File: config.mk
export PLATFORM = sky130hd
export DESIGN_NAME = utf8_greek_to_lcd_charset
export DESIGN_NICKNAME = d
export VERILOG_FILES = /design/src/rtl/u8g_pkg.sv /design/src/rtl/u8g_decode.sv /design/src/rtl/u8g_out_buf.sv /design/src/rtl/utf8_greek_to_lcd_charset.sv
export SDC_FILE = /design/constraint.sdc
export NUM_CORES = 1
export LEC_CHECK = 0
export BUFFER_PORTS_ARGS = -buffer_cell sky130_fd_sc_hd__buf_2
export CAP_MARGIN = 40
export CORE_MARGIN = 2
export CORE_UTILIZATION = 50
export DETAILED_ROUTE_END_ITERATION = 6
export PLACE_DENSITY = 0.7
export SLEW_MARGIN = 20
export SYNTH_ARGS = -nofsm -noshare
export SYNTH_HDL_FRONTEND = slang
export SYNTH_HIERARCHICAL = 1
export SYNTH_SLANG_ARGS = --single-unit
File: constraint.sdc
create_clock -name clk -period 6.1 [get_ports clk]
set_input_delay 0.61 -clock clk [delete_from_list [all_inputs] [get_ports clk]]
set_output_delay 0.61 -clock clk [all_outputs]
set_load 0.01 [all_outputs]
File: src/rtl/u8g_pkg.sv
// Package for the UTF-8 Greek to character-LCD code converter.
// Holds the lead codes, item and result structs, and the mapping functions.
// No dependencies.
package u8g_pkg;

  // Default display line width in columns.
  localparam int LINE_WIDTH_DEF = 20;

  // Byte values with a special meaning in the text stream.
  localparam logic [7:0] BYTE_C2      = 8'hC2;
  localparam logic [7:0] BYTE_B0      = 8'hB0;
  localparam logic [7:0] BYTE_CE      = 8'hCE;
  localparam logic [7:0] BYTE_CF      = 8'hCF;
  localparam logic [7:0] DEGREE_CODE  = 8'd223;
  localparam logic [7:0] UNKNOWN_CODE = 8'h3F;

  // Lead byte held from one request to the next.
  typedef enum logic [1:0] {
    LEAD_NONE = 2'd0,
    LEAD_C2   = 2'd1,
    LEAD_CE   = 2'd2,
    LEAD_CF   = 2'd3
  } lead_t;

  // One accepted input request.
  typedef struct packed {
    logic [7:0] text_byte;
    logic [4:0] start_col;
    logic       first_of_text;
    logic       last_of_text;
  } item_t;

  // Up to two result codes produced by one input request.
  typedef struct packed {
    logic [1:0] cnt;
    logic [7:0] code0;
    logic [4:0] col0;
    logic [7:0] code1;
    logic [4:0] col1;
  } result_t;

  // Classifies a byte as a lead byte or not.
  function automatic lead_t lead_of(input logic [7:0] b);
    lead_t l;
    unique case (b)
      BYTE_C2: l = LEAD_C2;
      BYTE_CE: l = LEAD_CE;
      BYTE_CF: l = LEAD_CF;
      default: l = LEAD_NONE;
    endcase
    return l;
  endfunction

  // Code for a byte that is not a lead: a lone B0 is the degree sign.
  function automatic logic [7:0] fresh_code(input logic [7:0] b);
    return (b == BYTE_B0) ? DEGREE_CODE : b;
  endfunction

  // Code written when a lead is still held at end of text.
  function automatic logic [7:0] flush_code(input lead_t l);
    return (l == LEAD_C2) ? BYTE_C2 : UNKNOWN_CODE;
  endfunction

  // Second byte after CE: capital Greek letters to look-alikes or glyphs.
  function automatic logic [7:0] map_ce(input logic [7:0] b);
    logic [7:0] c;
    unique case (b)
      8'h91:   c = 8'h41;  // Alpha
      8'h92:   c = 8'h42;  // Beta
      8'h93:   c = 8'd0;   // Gamma, custom glyph
      8'h94:   c = 8'd1;   // Delta, custom glyph
      8'h95:   c = 8'h45;  // Epsilon
      8'h96:   c = 8'h5A;  // Zeta
      8'h97:   c = 8'h48;  // Eta
      8'h98:   c = 8'd242; // Theta
      8'h99:   c = 8'h49;  // Iota
      8'h9A:   c = 8'h4B;  // Kappa
      8'h9B:   c = 8'd2;   // Lambda, custom glyph
      8'h9C:   c = 8'h4D;  // Mu
      8'h9D:   c = 8'h4E;  // Nu
      8'h9E:   c = 8'd3;   // Xi, custom glyph
      8'h9F:   c = 8'h4F;  // Omicron
      8'hA0:   c = 8'd4;   // Pi, custom glyph
      8'hA1:   c = 8'h50;  // Rho
      8'hA2:   c = UNKNOWN_CODE;
      8'hA3:   c = 8'd246; // Sigma
      8'hA4:   c = 8'h54;  // Tau
      8'hA5:   c = 8'h59;  // Upsilon
      8'hA6:   c = 8'd5;   // Phi, custom glyph
      8'hA7:   c = 8'h58;  // Chi
      8'hA8:   c = 8'd6;   // Psi, custom glyph
      8'hA9:   c = 8'd7;   // Omega, custom glyph
      default: c = UNKNOWN_CODE;
    endcase
    return c;
  endfunction

endpackage

File: src/rtl/u8g_decode.sv
// Decoder and text state for the LCD code converter.
// Maps one registered input request to up to two codes; uses u8g_pkg.
module u8g_decode
  import u8g_pkg::*;
#(
  parameter int LINE_WIDTH = LINE_WIDTH_DEF
) (
  input  logic    clk,
  input  logic    rst,
  input  item_t   item,
  input  logic    commit,
  output result_t res
);

  localparam logic [4:0] LW = 5'(LINE_WIDTH);

  lead_t      lead;
  logic [4:0] chars_written;
  logic [4:0] line_start;

  lead_t      eff_lead;
  lead_t      b_lead;
  lead_t      lead_next;
  logic [4:0] eff_cw;
  logic [4:0] eff_ls;
  logic [4:0] avail;
  logic       room0;
  logic       room1;
  logic [1:0] cnt;
  logic [7:0] code0;
  logic [7:0] code1;
  logic [4:0] chars_written_next;

  // A first byte starts from a clean count and takes its own start column.
  always_comb begin
    eff_lead = item.first_of_text ? LEAD_NONE : lead;
    eff_cw   = item.first_of_text ? 5'd0 : chars_written;
    eff_ls   = item.first_of_text ? item.start_col : line_start;
    avail    = (eff_ls < LW) ? (LW - eff_ls) : 5'd0;
    room0    = eff_cw < avail;
    room1    = ({1'b0, eff_cw} + 6'd1) < {1'b0, avail};
    b_lead   = lead_of(item.text_byte);
  end

  // Code selection for the held lead and the new byte, then end-of-text flush.
  always_comb begin
    cnt       = 2'd0;
    code0     = 8'd0;
    code1     = 8'd0;
    lead_next = LEAD_NONE;
    unique case (eff_lead)
      LEAD_NONE: begin
        if (room0) begin
          if (b_lead != LEAD_NONE) begin
            if (item.last_of_text) begin
              cnt   = 2'd1;
              code0 = flush_code(b_lead);
            end else begin
              lead_next = b_lead;
            end
          end else begin
            cnt   = 2'd1;
            code0 = fresh_code(item.text_byte);
          end
        end
      end
      LEAD_C2: begin
        if (room0) begin
          cnt = 2'd1;
          if (item.text_byte == BYTE_B0) begin
            code0 = DEGREE_CODE;
          end else begin
            code0 = BYTE_C2;
            if (room1) begin
              if (b_lead != LEAD_NONE) begin
                if (item.last_of_text) begin
                  cnt   = 2'd2;
                  code1 = flush_code(b_lead);
                end else begin
                  lead_next = b_lead;
                end
              end else begin
                cnt   = 2'd2;
                code1 = fresh_code(item.text_byte);
              end
            end
          end
        end
      end
      LEAD_CE: begin
        if (room0) begin
          cnt   = 2'd1;
          code0 = map_ce(item.text_byte);
        end
      end
      LEAD_CF: begin
        if (room0) begin
          cnt   = 2'd1;
          code0 = UNKNOWN_CODE;
        end
      end
    endcase
  end

  // Result columns and the updated count.
  always_comb begin
    res.cnt            = cnt;
    res.code0          = code0;
    res.col0           = eff_ls + eff_cw;
    res.code1          = code1;
    res.col1           = eff_ls + eff_cw + 5'd1;
    chars_written_next = eff_cw + {3'b000, cnt};
  end

  // Text state advances when the request is handed to the output buffer.
  always_ff @(posedge clk) begin
    if (rst) begin
      lead          <= LEAD_NONE;
      chars_written <= 5'd0;
      line_start    <= 5'd0;
    end else if (commit) begin
      lead          <= lead_next;
      chars_written <= chars_written_next;
      line_start    <= eff_ls;
    end
  end

endmodule

File: src/rtl/u8g_out_buf.sv
// Result buffer for the LCD code converter: holds up to two codes of one
// request and sends them one per cycle on the output stream while m_tready is high; uses u8g_pkg.
module u8g_out_buf
  import u8g_pkg::*;
(
  input  logic        clk,
  input  logic        rst,
  input  logic        load,
  input  result_t     res,
  output logic        can_load,
  output logic        m_tvalid,
  input  logic        m_tready,
  output logic [15:0] m_tdata,
  output logic        m_tlast
);

  logic [7:0] code [2];
  logic [4:0] col  [2];
  logic [1:0] rem;
  logic       head;
  logic       take;

  // The buffer frees up when it is empty or its final code leaves now.
  always_comb begin
    take     = m_tvalid && m_tready;
    can_load = (rem == 2'd0) || ((rem == 2'd1) && m_tready);
    m_tvalid = rem != 2'd0;
    m_tlast  = rem == 2'd1;
    m_tdata  = {3'b000, col[head], code[head]};
  end

  // Count of codes left and read pointer.
  always_ff @(posedge clk) begin
    if (rst) begin
      rem  <= 2'd0;
      head <= 1'b0;
    end else if (load) begin
      rem  <= res.cnt;
      head <= 1'b0;
    end else if (take) begin
      rem  <= rem - 2'd1;
      head <= ~head;
    end
  end

  // Payload storage.
  always_ff @(posedge clk) begin
    if (load) begin
      code[0] <= res.code0;
      col[0]  <= res.col0;
      code[1] <= res.code1;
      col[1]  <= res.col1;
    end
  end

endmodule

File: src/rtl/utf8_greek_to_lcd_charset.sv
// Top level of the UTF-8 Greek to character-LCD code converter.
// Instantiates u8g_decode and u8g_out_buf; uses u8g_pkg.
//
//   channel | dir | tdata (low bit up)              | tuser         | tlast
//   s_      | in  | text_byte[7:0], start_col[12:8] | first_of_text | last_of_text
//   m_      | out | lcd_code[7:0], lcd_column[12:8] | -             | run_end
//
// An input request passes through the input register and the result buffer
// before its first result shows. A byte that gives zero or one code lets the
// next input in as its code leaves; one that gives two codes holds the input
// while the result buffer drains. Throughput is set by the single output port
// of the result buffer. Reset is synchronous and clears the held lead, the count
// and the start column. Output stalls back up through the result buffer and the input register to s_tready.
module utf8_greek_to_lcd_charset
  import u8g_pkg::*;
#(
  parameter int LINE_WIDTH = LINE_WIDTH_DEF
) (
  input  logic        clk,
  input  logic        rst,
  input  logic        s_tvalid,
  output logic        s_tready,
  input  logic [15:0] s_tdata,  // text_byte[7:0], start_col[12:8], zero[15:13]
  input  logic        s_tuser,  // first_of_text
  input  logic        s_tlast,  // last_of_text
  output logic        m_tvalid,
  input  logic        m_tready,
  output logic [15:0] m_tdata,  // lcd_code[7:0], lcd_column[12:8], zero[15:13]
  output logic        m_tlast   // run_end
);

  item_t   item;
  logic    item_valid;
  logic    can_load;
  logic    advance;
  result_t res;

  // Input register moves on whenever the result buffer can take its codes.
  always_comb begin
    advance  = item_valid && can_load;
    s_tready = !item_valid || advance;
  end

  always_ff @(posedge clk) begin
    if (rst) begin
      item_valid <= 1'b0;
    end else if (s_tready) begin
      item_valid <= s_tvalid;
    end
  end

  always_ff @(posedge clk) begin
    if (s_tready && s_tvalid) begin
      item.text_byte     <= s_tdata[7:0];
      item.start_col     <= s_tdata[12:8];
      item.first_of_text <= s_tuser;
      item.last_of_text  <= s_tlast;
    end
  end

  u8g_decode #(
    .LINE_WIDTH (LINE_WIDTH)
  ) u_decode (
    .clk    (clk),
    .rst    (rst),
    .item   (item),
    .commit (advance),
    .res    (res)
  );

  u8g_out_buf u_out_buf (
    .clk      (clk),
    .rst      (rst),
    .load     (advance),
    .res      (res),
    .can_load (can_load),
    .m_tvalid (m_tvalid),
    .m_tready (m_tready),
    .m_tdata  (m_tdata),
    .m_tlast  (m_tlast)
  );

endmodule

==> summary.md, run 1 <==
| Metric | Value |
|---|---|
| Worst skew pair latency | 340 ps |
| Unrepaired setup endpoints after global routing | no |
| Xor/xnor share of the synthesized area | 0.0254 |
| Sw power | 0.360 mW |
| CTS clk-pin slew, worst paths | 70 ps |
| I/O pin total | 41 |
| Flip-flop and latch area | 0.00157 mm² |
| Inserted Clock Buffers | 9 |
| Slew margin rel. | 0.498 |
| Max Fanout on Critical Path | 27 |
| Synth cell types | 74 |
| Maxcap violations | 0 |
| First-pass GRT wire length | 13600 µm |
| Met3 Wirelength | 574 µm |
| Clock tree buffer depth | 2 |
| Register share of total power | 0.437 |
| Final antenna-violating net count | 0 |
| Global router's overall resource usage | 0.204 |
| Switching share of power | 0.302 |
| Delay-heaviest family, CP | simple AND/OR/NAND/NOR gates |
| HP Start | s_tdata[1] |
| Routed wire length | 8060 µm |
| Hold Crit Depth | 1 |
| Gr ovfl total | 0 |
| Vias in the first global route | 2837 |
| Post-synth EDFFs | 41 |
| CP peak stage delay | 490 ps |
| Height of the die | 91.2 µm |
| Top-count cell post-synth | edfxtp_1 |
| Clock sink total | 58 |
| Synth-to-Final Area Change | 11.8% |
| Crit-path cells | buf_8, and2_1, a21oi_1, inv_1, or3_1, a21oi_1, o21ai_0, ha_1, nor4bb_1, o21ai_0, a211oi_1, nand3b_2, or2_2, fa_1, nor2_1, o21ai_0, a21oi_1, nor2_1 |
| Outcome | completed |
| Routability congestion estimate from global placement | 0.944 |
| Via count | 3091 |
| Die area | 0.00831 mm² |
| Worst Path Required | 6310 ps |
| Clk root buf | clkbuf_8 |
| Filler Cells Inserted | 665 |
| FF-to-FF End | u_decode/chars_written[4]$_SDFFE_PP0P_ |
| Slowest cell on crit path | fa_1 |
| Async set-or-reset flop fraction in the synthesized netlist | 0 |
| Top cells by area, synth | edfxtp_1, dfxtp_1, ha_1 |
| Multi-input logic area | 0.00206 mm² |
| DR vias/cell | 5.89 |
| Placed cells | 508 |
| Final Cycle Share | 0.736 |
| Setup violators final | 0 |
| Setup TNS | 0 ps |
| Pint | 0.833 mW |
| #FFs+latches synth | 58 |
| CTS tree | built |
| Commonest cells in the netlist | edfxtp_1, nor2_1, a21oi_1 |
| Drt pass-1 iters | 5 |
| Cts hold-fix bufs | 0 |
| Antenna diodes | 0 |
| Hold Path Class | primary input to flip-flop |
| DIE WIDTH | 91.2 µm |
| Layout cells sized above 1 | 0.185 |
| Wire per inst | 15.4 µm |
| Final hold vios | 0 |
| Startpoint Class | flip-flop |
| Simple-gate area share of the yosys netlist | 0.214 |
| Pleak | 1.63 nW |
| Post-synthesis mux area share | 0.0517 |
| Data arrival, critical path | 4700 ps |
| Fmax | 223 MHz |
| Post-synth top area share | 0.324 |
| M1 wire length | 3840 µm |
| Synth Instances | 393 |
| Nets@finish | 464 |
| I/O Buffers | 34 |
| Yosys warning total | 6 |
| Starting Density | 0.521 |
| Metal2 WL | 3490 µm |
| Max VDD drop | 0.165 mV |
| Row Count | 31 |
| Final slew viol count | 0 |
| Worst Skew | 11.2 ps |
| HPWL after DPL | 5700 µm |
| Sequential element share of the synthesized area | 0.414 |
| R2R setup slack | 1610 ps |
| Antenna violations before repair | 0 |
| Residual DRC count | 0 |
| Post-Layout Cell Count | 525 |
| Crit path kind | flip-flop to flip-flop |
| Postcts setup bufs | 0 |
| Post-route minimum period | 4490 ps |
| Crit. End Element | flip-flop |
| Synth Flop Type | edfxtp_1 |
| Largest family of logic cells by synthesized area | simple AND/OR/NAND/NOR gates |
| Adder-cell share of the synthesized area | 0.0731 |
| H-tree depth | 3 |
| Syn Area/Cell | 9.66 µm² |
| 1st-iter DRT viols | 289 |
| Pwr dens | 281 mW/mm² |
| Cells on worst reg2reg path | 18 |
| Worst reg2reg startpoint | item[1]$_DFFE_PP_ |
| Pin count of the biggest net entering global routing | 37 |
| Post_cts resized | 0 |
| Combinational Power Share | 0.242 |
| Clk pwr share | 0.321 |
| Top layer in use | met4 |
| Cell taking the most area after synthesis | edfxtp_1 |
| Post-Syn Area | 0.00380 mm² |
| Post-synthesis compound-gate area fraction | 0.176 |
| Crit path buf inv count | 2 |
| Worst slew pin tran | 745 ps |
| End of the worst hold path | item[8]$_DFFE_PP_ |
| Core outline area | 0.00729 mm² |
per-layer routing:
metal / GRT usage / vias up
met3: 0.0432 / 18
met1: 0.298 / 1422
met5: 0 / -
met2: 0.299 / 140
li1: - / 1511
met4: 0.0694 / 0
worst max-delay path by stage:
stage                      startpoint                                endpoint  slack, ps  depth (start not counted)
finish              item[1]$_DFFE_PP_  u_decode/chars_written[4]$_SDFFE_PP0P_       1610                         18
detailed placement  item[1]$_DFFE_PP_  u_decode/chars_written[4]$_SDFFE_PP0P_       1190                         17
floorplan           item[1]$_DFFE_PP_  u_decode/chars_written[4]$_SDFFE_PP0P_       2090                         18
global placement    item[1]$_DFFE_PP_  u_decode/chars_written[4]$_SDFFE_PP0P_       1240                         17
CTS                 item[1]$_DFFE_PP_  u_decode/chars_written[4]$_SDFFE_PP0P_       1180                         17
global route        item[1]$_DFFE_PP_  u_decode/chars_written[4]$_SDFFE_PP0P_       1120                         18
through the flow:
stage                     area [µm²]  utilization  power, mW  setup slack (ps)  hold slack, ps
after global routing            4250        0.582       1.26              1120             424
after floorplan                 3800            -      0.732              2090             436
after detailed placement        4020        0.551      0.815              1190             451
final                           4250        0.582       1.19              1610             443
after global placement          4000        0.548      0.799              1240             443
after CTS                       4230        0.580       1.20              1180             430
power by group through the flow:
stage	clock network [mW]	registers, mW	logic [mW]
after CTS	0.388	0.525	0.283
after global placement	0	0.531	0.268
final	0.383	0.522	0.288
after floorplan	0	0.504	0.228
after global routing	0.410	0.528	0.323
after detailed placement	0	0.533	0.282
worst register-to-register path: stages (launching register included):
cell      delay (ps)
edfxtp_1         420
buf_8            190
and2_1           160
a21oi_1          200
inv_1            130
or3_1            350
a21oi_1          150
o21ai_0          150
ha_1             270
nor4bb_1         240
o21ai_0          130
a211oi_1         480
nand3b_2         270
or2_2            360
fa_1             490
nor2_1           120
o21ai_0           70
a21oi_1          150
nor2_1            50
logic make-up after synthesis:
family,after synthesis
AND/OR/NAND/NOR,141
AO/OA/AOI/OAI,102
flip-flops,58
buffers and inverters,41
adder cells (fa/ha/maj),21
multiplexers,18
XOR/XNOR,11
other,1
placed cells by master, fill, tap and decap left out, types with 3 or more instances in the layout:
cell / instances
edfxtp_1: 41
buf_2: 35
nor2_1: 33
a21oi_1: 29
nand2_1: 26
o21ai_0: 26
inv_1: 19
ha_1: 19
dfxtp_1: 17
mux2_2: 13
nand3_1: 12
nand2b_1: 10
clkbuf_8: 9
nor3b_1: 9
nor2b_1: 7
xnor2_1: 7
nor3_1: 7
mux2i_1: 5
or3_1: 4
o211ai_1: 4
nand4_1: 4
a21o_1: 4
xor2_1: 4
a31oi_1: 4
nor4_1: 3
a211oi_1: 3
o21a_1: 3
o31ai_1: 3
conb_1: 3
state kept, by name, summed over array words and instances, names as in the netlist, named ones only:
register                flops
u_decode/lead               2
u_decode/chars_written      5
u_out_buf/col              10
item                       15
u_out_buf/code             16
u_out_buf/rem               2
u_out_buf/head              1
item_valid                  1
u_decode/line_start         5
area by class of cell:
type                            count  area share
Multi-Input combinational cell    296       0.485
Sequential cell                    58       0.370
Timing Repair Buffer               37      0.0495
Tap cell                           99      0.0292
Clock buffer                       10      0.0301
Clock inverter                      6      0.0192
Inverter                           19      0.0168
Power figures use the tool's default switching activity.
==> run 2: changes to the inputs <==
- ABC_AREA: unset -> 1
- clock period: 6.1 -> 4.52 ns (I/O delays scaled with it)
==> run 2 against run 1 <==
Against the previous run:
- final area fell by 0.74%
- combinational power rose by 84%
- worst setup slack got worse by 1200 ps
- synthesized cell count rose by 13%
- critical path depth rose by 10
- utilization fell by 0.12 points
- worst hold slack got worse by 150 ps
- sequential power rose by 37%
- first-iteration DRC count fell by 27%
==> summary.md, run 2 <==
| Metric | Value |
|---|---|
| Sequential element share of the synthesized area | 0.421 (was 0.414) |
| Final hold vios | 0 (unchanged) |
| Post-route minimum period | 4100 ps (was 4490 ps) |
| Multi-input logic area | 0.00186 mm² (was 0.00206 mm²) |
| Commonest cells in the netlist | nand2_1, inv_1, nor2_1 (was edfxtp_1, nor2_1, a21oi_1) |
| Filler Cells Inserted | 708 (was 665) |
| Synth cell types | 45 (was 74) |
| Antenna diodes | 0 (unchanged) |
| Post-synth top area share | 0.330 (was 0.324) |
| Util after Layout | 0.581 (was 0.582) |
| Core outline area | 0.00725 mm² (was 0.00729 mm²) |
| Worst path most repeated cell | inv_1 |
| Cell taking the most area after synthesis | edfxtp_1 (unchanged) |
| #FFs+latches synth | 58 (unchanged) |
| Setup TNS | 0 ps (unchanged) |
| Largest Register | u_out_buf/code (unchanged) |
| Pleak | 1.93 nW (was 1.63 nW) |
| Clock tree buffer depth | 2 (unchanged) |
| Final slew viol count | 0 (unchanged) |
| Worst Path Required | 4740 ps (was 6310 ps) |
| Row Count | 31 (unchanged) |
| Delay-heaviest family, CP | simple AND/OR/NAND/NOR gates (unchanged) |
| Residual DRC count | 0 (unchanged) |
| DIE WIDTH | 90.4 µm (was 91.2 µm) |
| CTS tree | built (unchanged) |
| Yosys warning total | 6 (unchanged) |
| Gr ovfl total | 0 (unchanged) |
| Layout cells sized above 1 | 0.194 (was 0.185) |
| I/O Buffers | 34 (unchanged) |
| Unrepaired setup endpoints after global routing | no (unchanged) |
| Global router's overall resource usage | 0.201 (was 0.204) |
| Maxcap violations | 0 (unchanged) |
| Hold Path Class | primary input to flip-flop (unchanged) |
| CP peak stage delay | 450 ps (was 490 ps) |
| Routed wire length | 7590 µm (was 8060 µm) |
| Cts hold-fix bufs | 0 (unchanged) |
| Vias in the first global route | 2872 (was 2837) |
| Most frequent cells in the layout | nand2_1, inv_1, nor2_1 (was edfxtp_1, buf_2, nor2_1) |
| Data arrival, critical path | 4320 ps (was 4700 ps) |
| Via count | 3123 (was 3091) |
| H-tree depth | 3 (unchanged) |
| DR vias/cell | 5.25 (was 5.89) |
| Die area | 0.00816 mm² (was 0.00831 mm²) |
| Worst skew pair latency | 330 ps (was 340 ps) |
| Top cells by area, synth | edfxtp_1, dfxtp_1, nand2_1 (was edfxtp_1, dfxtp_1, ha_1) |
| Setup violators final | 0 (unchanged) |
| Pin count of the biggest net entering global routing | 44 (was 37) |
| Worst slew pin tran | 751 ps (was 745 ps) |
| Pwr dens | 399 mW/mm² (was 281 mW/mm²) |
| Height of the die | 90.4 µm (was 91.2 µm) |
| Max Fanout on Critical Path | 6 (was 27) |
| Fmax | 244 MHz (was 223 MHz) |
| Nets@finish | 534 (was 464) |
| Top-count cell post-synth | nand2_1 (was edfxtp_1) |
| Post-synth EDFFs | 41 (unchanged) |
| Inserted Clock Buffers | 9 (unchanged) |
| Max VDD drop | 0.228 mV (was 0.165 mV) |
| Slew margin rel. | 0.496 (was 0.498) |
| Final Cycle Share | 0.907 (was 0.736) |
| Clock sink total | 58 (unchanged) |
| Largest register FFs | 16 (unchanged) |
| 1st-iter DRT viols | 210 (was 289) |
| Drt pass-1 iters | 7 (was 5) |
| Starting Density | 0.514 (was 0.521) |
| Top Registers | u_out_buf/code (16), item (15), u_out_buf/col (10) (unchanged) |
| I/O pin total | 41 (unchanged) |
| Wire per inst | 12.8 µm (was 15.4 µm) |
| Most common cell after layout, fill and taps aside | nand2_1 (was edfxtp_1) |
| Crit. End Element | flip-flop (unchanged) |
| Crit path buf inv count | 7 (was 2) |
| Outcome | completed (unchanged) |
| Routability congestion estimate from global placement | 0.914 (was 0.944) |
| Antenna violations before repair | 0 (unchanged) |
| HPWL after DPL | 5880 µm (was 5700 µm) |
| Post-Syn Area | 0.00373 mm² (was 0.00380 mm²) |
| Worst Skew | 9.43 ps (was 11.2 ps) |
| Slowest cell on crit path | edfxtp_1 (was fa_1) |
| Flip-flop and latch area | 0.00157 mm² (unchanged) |
| Crit path kind | flip-flop to flip-flop (unchanged) |
| R2R setup slack | 420 ps (was 1610 ps) |
| Placed cells | 577 (was 508) |
| Async set-or-reset flop fraction in the synthesized netlist | 0 (unchanged) |
| Synth Instances | 445 (was 393) |
| First-pass GRT wire length | 13100 µm (was 13600 µm) |
| Final antenna-violating net count | 0 (unchanged) |
| Post-Layout Cell Count | 595 (was 525) |
| Synth Flop Type | edfxtp_1 (unchanged) |
| Synth-to-Final Area Change | 13.0% (was 11.8%) |
| Startpoint Class | flip-flop (unchanged) |
| Syn Area/Cell | 8.38 µm² (was 9.66 µm²) |
| CTS clk-pin slew, worst paths | 60 ps (was 70 ps) |
| Clk root buf | clkbuf_8 (unchanged) |
run 2: cell count changes in the layout (fill, tap and decap cells not counted), moves of 8 or more:
| cell | before | now |
|---|---|---|
| nand3_1 | 12 | 31 |
| nand2b_1 | 10 | 0 |
| nor2_1 | 33 | 43 |
| nand2_1 | 26 | 85 |
| nor3b_1 | 9 | 1 |
| inv_1 | 19 | 60 |
| mux2_2 | 13 | 3 |
| mux2_4 | 0 | 10 |
| nand2_2 | 0 | 9 |
run 2: cells by family after synthesis:
| family | count (synthesis) | synth area share |
|---|---|---|
| and+or+nand+nor | 199 | 0.245 |
| buffers and inverters | 75 | 0.0832 |
| DFF | 58 | 0.421 |
| AOI/OAI and AO/OA | 68 | 0.102 |
| muxes | 13 | 0.0493 |
| other | 1 | 0.00101 |
| xor gates and xnor gates | 10 | 0.0235 |
| adders and majority gates | 21 | 0.0745 |
run 2: cell type report:
type / instances / area share
multi-input cells: 314 / 0.441
flip-flops and latches: 58 / 0.373
inverters: 67 / 0.0600
repair buffers: 41 / 0.0529
clock buffers: 14 / 0.0413
well taps: 99 / 0.0294
clock inverters: 2 / 0.00238
run 2: worst paths after layout:
kind | startpoint | end | cells after the start
hold reg to reg | u_out_buf/rem[1]$_SDFFE_PP0P_ | u_out_buf/rem[1]$_SDFFE_PP0P_ | 2
setup reg to reg | item[1]$_DFFE_PP_ | u_decode/chars_written[4]$_SDFFE_PP0P_ | 28
hold / removal | s_tdata[11] | item[5]$_DFFE_PP_ | 1
setup / recovery | item[1]$_DFFE_PP_ | u_decode/chars_written[4]$_SDFFE_PP0P_ | 28
run 2: power by group:
| part | internal, mW | leakage (nW) | switching [mW] |
|---|---|---|---|
| combinational | 0.207 | 1.30 | 0.321 |
| sequential | 0.671 | 0.531 | 0.0447 |
| clock | 0.246 | 0.0956 | 0.189 |
| total | 1.12 | 1.93 | 0.555 |
run 2: per-stage QoR:
stage                     setup slack [ps]  area, µm²  hold WS [ps]  power, mW
after floorplan                        588       3740           455       1.11
after global placement                 360       4010           469       1.24
after detailed placement               269       4010           482       1.25
after CTS                              262       4190           278       1.69
after global routing                  1.48       4210           274       1.81
final                                  423       4210           295       1.68
run 2: routing by layer:
layer | share of wire | vias up | GRT usage | wire, µm
met1 | 0.48 | 1404 | 0.286 | 3650
met3 | 0.060 | 15 | 0.0359 | 453
met4 | 0.020 | 0 | 0.0897 | 149
li1 | - | 1585 | - | -
met5 | 0 | - | 0 | 0
met2 | 0.44 | 119 | 0.299 | 3340
run 2: what timing repair did:
| item | in CTS | in global routing |
|---|---|---|
| buffers inserted | 0 | 2 |
| endpoints found under the setup margin | 0 | 1 |
| resized for setup | 0 | 2 |
==> run 3: changes to the inputs <==
- SYNTH_HIERARCHICAL: 1 -> unset
==> run 3 against run 2 <==
Against the previous run:
- area after synthesis increased by 0.13%
- flip-flop and latch count unchanged
- utilization increased by 0.52 points
- largest cell class unchanged
- count of clock-buffer cells in the layout decreased by 4
- die area increased by 0.12%
- total power increased by 20%
- synthesized cell count decreased by 1.6%
- worst setup slack improved by 270 ps
==> summary.md, run 3 <==
| Metric | Value |
|---|---|
| CTS clk-pin slew, worst paths | 70 ps (was 60 ps) |
| Drt pass-1 iters | 5 (was 7) |
| HPWL after DPL | 5930 µm (was 5880 µm) |
| Synth Flop Type | edfxtp_1 (unchanged) |
| Wire per inst | 13.1 µm (was 12.8 µm) |
| Crit-path cells | inv_2, or2_1, o21a_1, inv_1, ha_1, inv_1, nor2_1, a31oi_1, nand3_1, ha_1, nand2_1, nor2_1, nand2_1, nand2_2, a21oi_1, nand2_1, inv_2, ha_1, fa_1, nand2_1, o22ai_1, nor3b_1 |
| I/O Buffers | 34 (unchanged) |
| Combinational Power Share | 0.337 (was 0.315) |
| Top Registers | u_out_buf.code (16), item (15), u_out_buf.col (10) (was u_out_buf/code (16), item (15), u_out_buf/col (10)) |
| Outcome | completed (unchanged) |
| Pint | 1.34 mW (was 1.12 mW) |
| Antenna violations before repair | 0 (unchanged) |
| Synth cell types | 47 (was 45) |
| Delay-heaviest family, CP | adder cells (was simple AND/OR/NAND/NOR gates) |
| Data arrival, critical path | 4040 ps (was 4320 ps) |
| DIE WIDTH | 90.4 µm (about the same) |
| Clk root buf | clkbuf_8 (unchanged) |
| First-pass GRT wire length | 12900 µm (was 13100 µm) |
| Total chip power | 2.01 mW (was 1.68 mW) |
| Synth-to-Final Area Change | 13.9% (was 13.0%) |
| Switching share of power | 0.336 (was 0.330) |
| H-tree depth | 3 (unchanged) |
| 1st-iter DRT viols | 212 (was 210) |
| Register share of total power | 0.384 (was 0.426) |
| Fmax | 261 MHz (was 244 MHz) |
| Post-Syn Area | 0.00373 mm² (about the same) |
| Clock sink total | 58 (unchanged) |
| Largest register FFs | 16 (unchanged) |
| Synth Instances | 438 (was 445) |
| Pleak | 1.89 nW (was 1.93 nW) |
| Crit path buf inv count | 4 (was 7) |
| Unrepaired setup endpoints after global routing | no (unchanged) |
| Sw power | 0.676 mW (was 0.555 mW) |
| Pin count of the biggest net entering global routing | 43 (was 44) |
| Via count | 3049 (was 3123) |
| Top-count cell post-synth | nand2_1 (unchanged) |
| CP peak stage delay | 420 ps (was 450 ps) |
| Max VDD drop | 0.486 mV (was 0.228 mV) |
| Hold Path Class | primary input to flip-flop (unchanged) |
| Post-synth EDFFs | 41 (unchanged) |
| Clk pwr share | 0.279 (was 0.259) |
| Vias in the first global route | 2761 (was 2872) |
| Post_cts resized | 0 (unchanged) |
| Routed wire length | 7630 µm (was 7590 µm) |
| Slew margin rel. | 0.628 (was 0.496) |
| Slowest cell on crit path | fa_1 (was edfxtp_1) |
| Async set-or-reset flop fraction in the synthesized netlist | 0 (unchanged) |
| Largest Register | u_out_buf.code (was u_out_buf/code) |
| Worst slew pin tran | 557 ps (was 751 ps) |
| I/O pin total | 41 (unchanged) |
| Worst Path Required | 4730 ps (was 4740 ps) |
| Core outline area | 0.00725 mm² (unchanged) |
| Post-Layout Cell Count | 584 (was 595) |
| Residual DRC count | 0 (unchanged) |
| Cell taking the most area after synthesis | edfxtp_1 (unchanged) |
| DR vias/cell | 5.22 (was 5.25) |
| Postcts setup bufs | 0 (unchanged) |
| Cts hold-fix bufs | 0 (unchanged) |
| Global router's overall resource usage | 0.194 (was 0.201) |
| Antenna diodes | 0 (unchanged) |
| Yosys warning total | 0 (was 6) |
| Gr ovfl total | 0 (unchanged) |
| Syn Area/Cell | 8.52 µm² (was 8.38 µm²) |
| Filler Cells Inserted | 648 (was 708) |
| Routability congestion estimate from global placement | 0.872 (was 0.914) |
| Final antenna-violating net count | 0 (unchanged) |
| Worst Skew | 8.61 ps (was 9.43 ps) |
| Final hold vios | 0 (unchanged) |
| Final slew viol count | 0 (unchanged) |
| Worst skew pair latency | 330 ps (about the same) |
| Layout cells sized above 1 | 0.210 (was 0.194) |
| Max Fanout on Critical Path | 9 (was 6) |
| Clock tree buffer depth | 2 (unchanged) |
| Crit. End Element | flip-flop (unchanged) |
| Placed cells | 568 (was 577) |
| Top cells by area, synth | edfxtp_1, dfxtp_1, nand2_1 (unchanged) |
| Setup TNS | 0 ps (unchanged) |
| Die area | 0.00817 mm² (was 0.00816 mm²) |
| Pwr dens | 473 mW/mm² (was 399 mW/mm²) |
| Starting Density | 0.515 (was 0.514) |
| Inserted Clock Buffers | 9 (unchanged) |
| #FFs+latches synth | 58 (unchanged) |
| Most frequent cells in the layout | nand2_1, inv_1, nor2_1, edfxtp_1, buf_2 (was nand2_1, inv_1, nor2_1) |
| Final Cycle Share | 0.847 (was 0.907) |
| Worst path most repeated cell | nand2_1 (was inv_1) |
| Startpoint Class | flip-flop (unchanged) |
| Crit path kind | flip-flop to flip-flop (unchanged) |
| Post-route minimum period | 3830 ps (was 4100 ps) |
| Row Count | 31 (unchanged) |
| Maxcap violations | 0 (unchanged) |
| Most common cell after layout, fill and taps aside | nand2_1 (unchanged) |
| Commonest cells in the netlist | nand2_1, inv_1, nor2_1 (unchanged) |
| Post-synth top area share | 0.330 (about the same) |
| Height of the die | 90.4 µm (about the same) |
| CTS tree | built (unchanged) |
| Sequential element share of the synthesized area | 0.421 (about the same) |
| Setup violators final | 0 (unchanged) |
| Nets@finish | 523 (was 534) |
[run 3: power by group through the flow]
stage	logic (mW)	clock network, mW	registers [mW]
6_report	0.678	0.561	0.773
5_1_grt	0.772	0.591	0.785
4_1_cts	0.681	0.570	0.775
3_5_place_dp	0.675	0	0.785
3_3_place_gp	0.661	0	0.778
2_1_floorplan	0.517	0	0.756
[run 3: kinds of logic after synthesis]
logic type	synth area share
adders and majority gates	0.0744
other	0.00100
buffers and inverters	0.0808
xor gates and xnor gates	0.0235
AOI/OAI and AO/OA	0.116
and+or+nand+nor	0.244
DFF	0.421
muxes	0.0392
[run 3: worst paths after layout]
| path | depth (start not counted) | startpoint | slack, ps | to |
|---|---|---|---|---|
| setup / recovery | 22 | item[1]$_DFFE_PP_ | 690 | u_decode.chars_written[4]$_SDFFE_PP0P_ |
| hold / removal | 1 | s_tdata[11] | 290 | item[5]$_DFFE_PP_ |
| setup reg to reg | 22 | item[1]$_DFFE_PP_ | 690 | u_decode.chars_written[4]$_SDFFE_PP0P_ |
| hold reg to reg | 2 | u_out_buf.rem[1]$_SDFFE_PP0P_ | 470 | u_out_buf.rem[1]$_SDFFE_PP0P_ |
[run 3: metal layers]
metal  GRT usage  vias up  wire length (µm)
met5           0        -                 0
met4      0.0846        0               138
met3      0.0292       16               443
met2       0.274       93              3220
met1       0.294     1363              3830
li1            -     1577                 -
[run 3: final cells by class]
class | instances | area, µm² | share of cell area
Clock buffer | 10 | 128 | 0.0300
Sequential cell | 58 | 1570 | 0.370
Inverter | 66 | 248 | 0.0583
Tap cell | 99 | 124 | 0.0291
Clock inverter | 6 | 105 | 0.0247
Multi-Input combinational cell | 307 | 1880 | 0.441
Timing Repair Buffer | 38 | 200 | 0.0471
[run 3: metrics by stage]
step	setup WS, ps	instance area [µm²]	hold WS (ps)	utilization
finish	691	4250	290	0.586
global route	318	4250	277	0.586
CTS	718	4250	281	0.586
detailed placement	744	4020	469	0.554
global placement	802	4020	453	0.554
floorplan	1060	3740	438	-
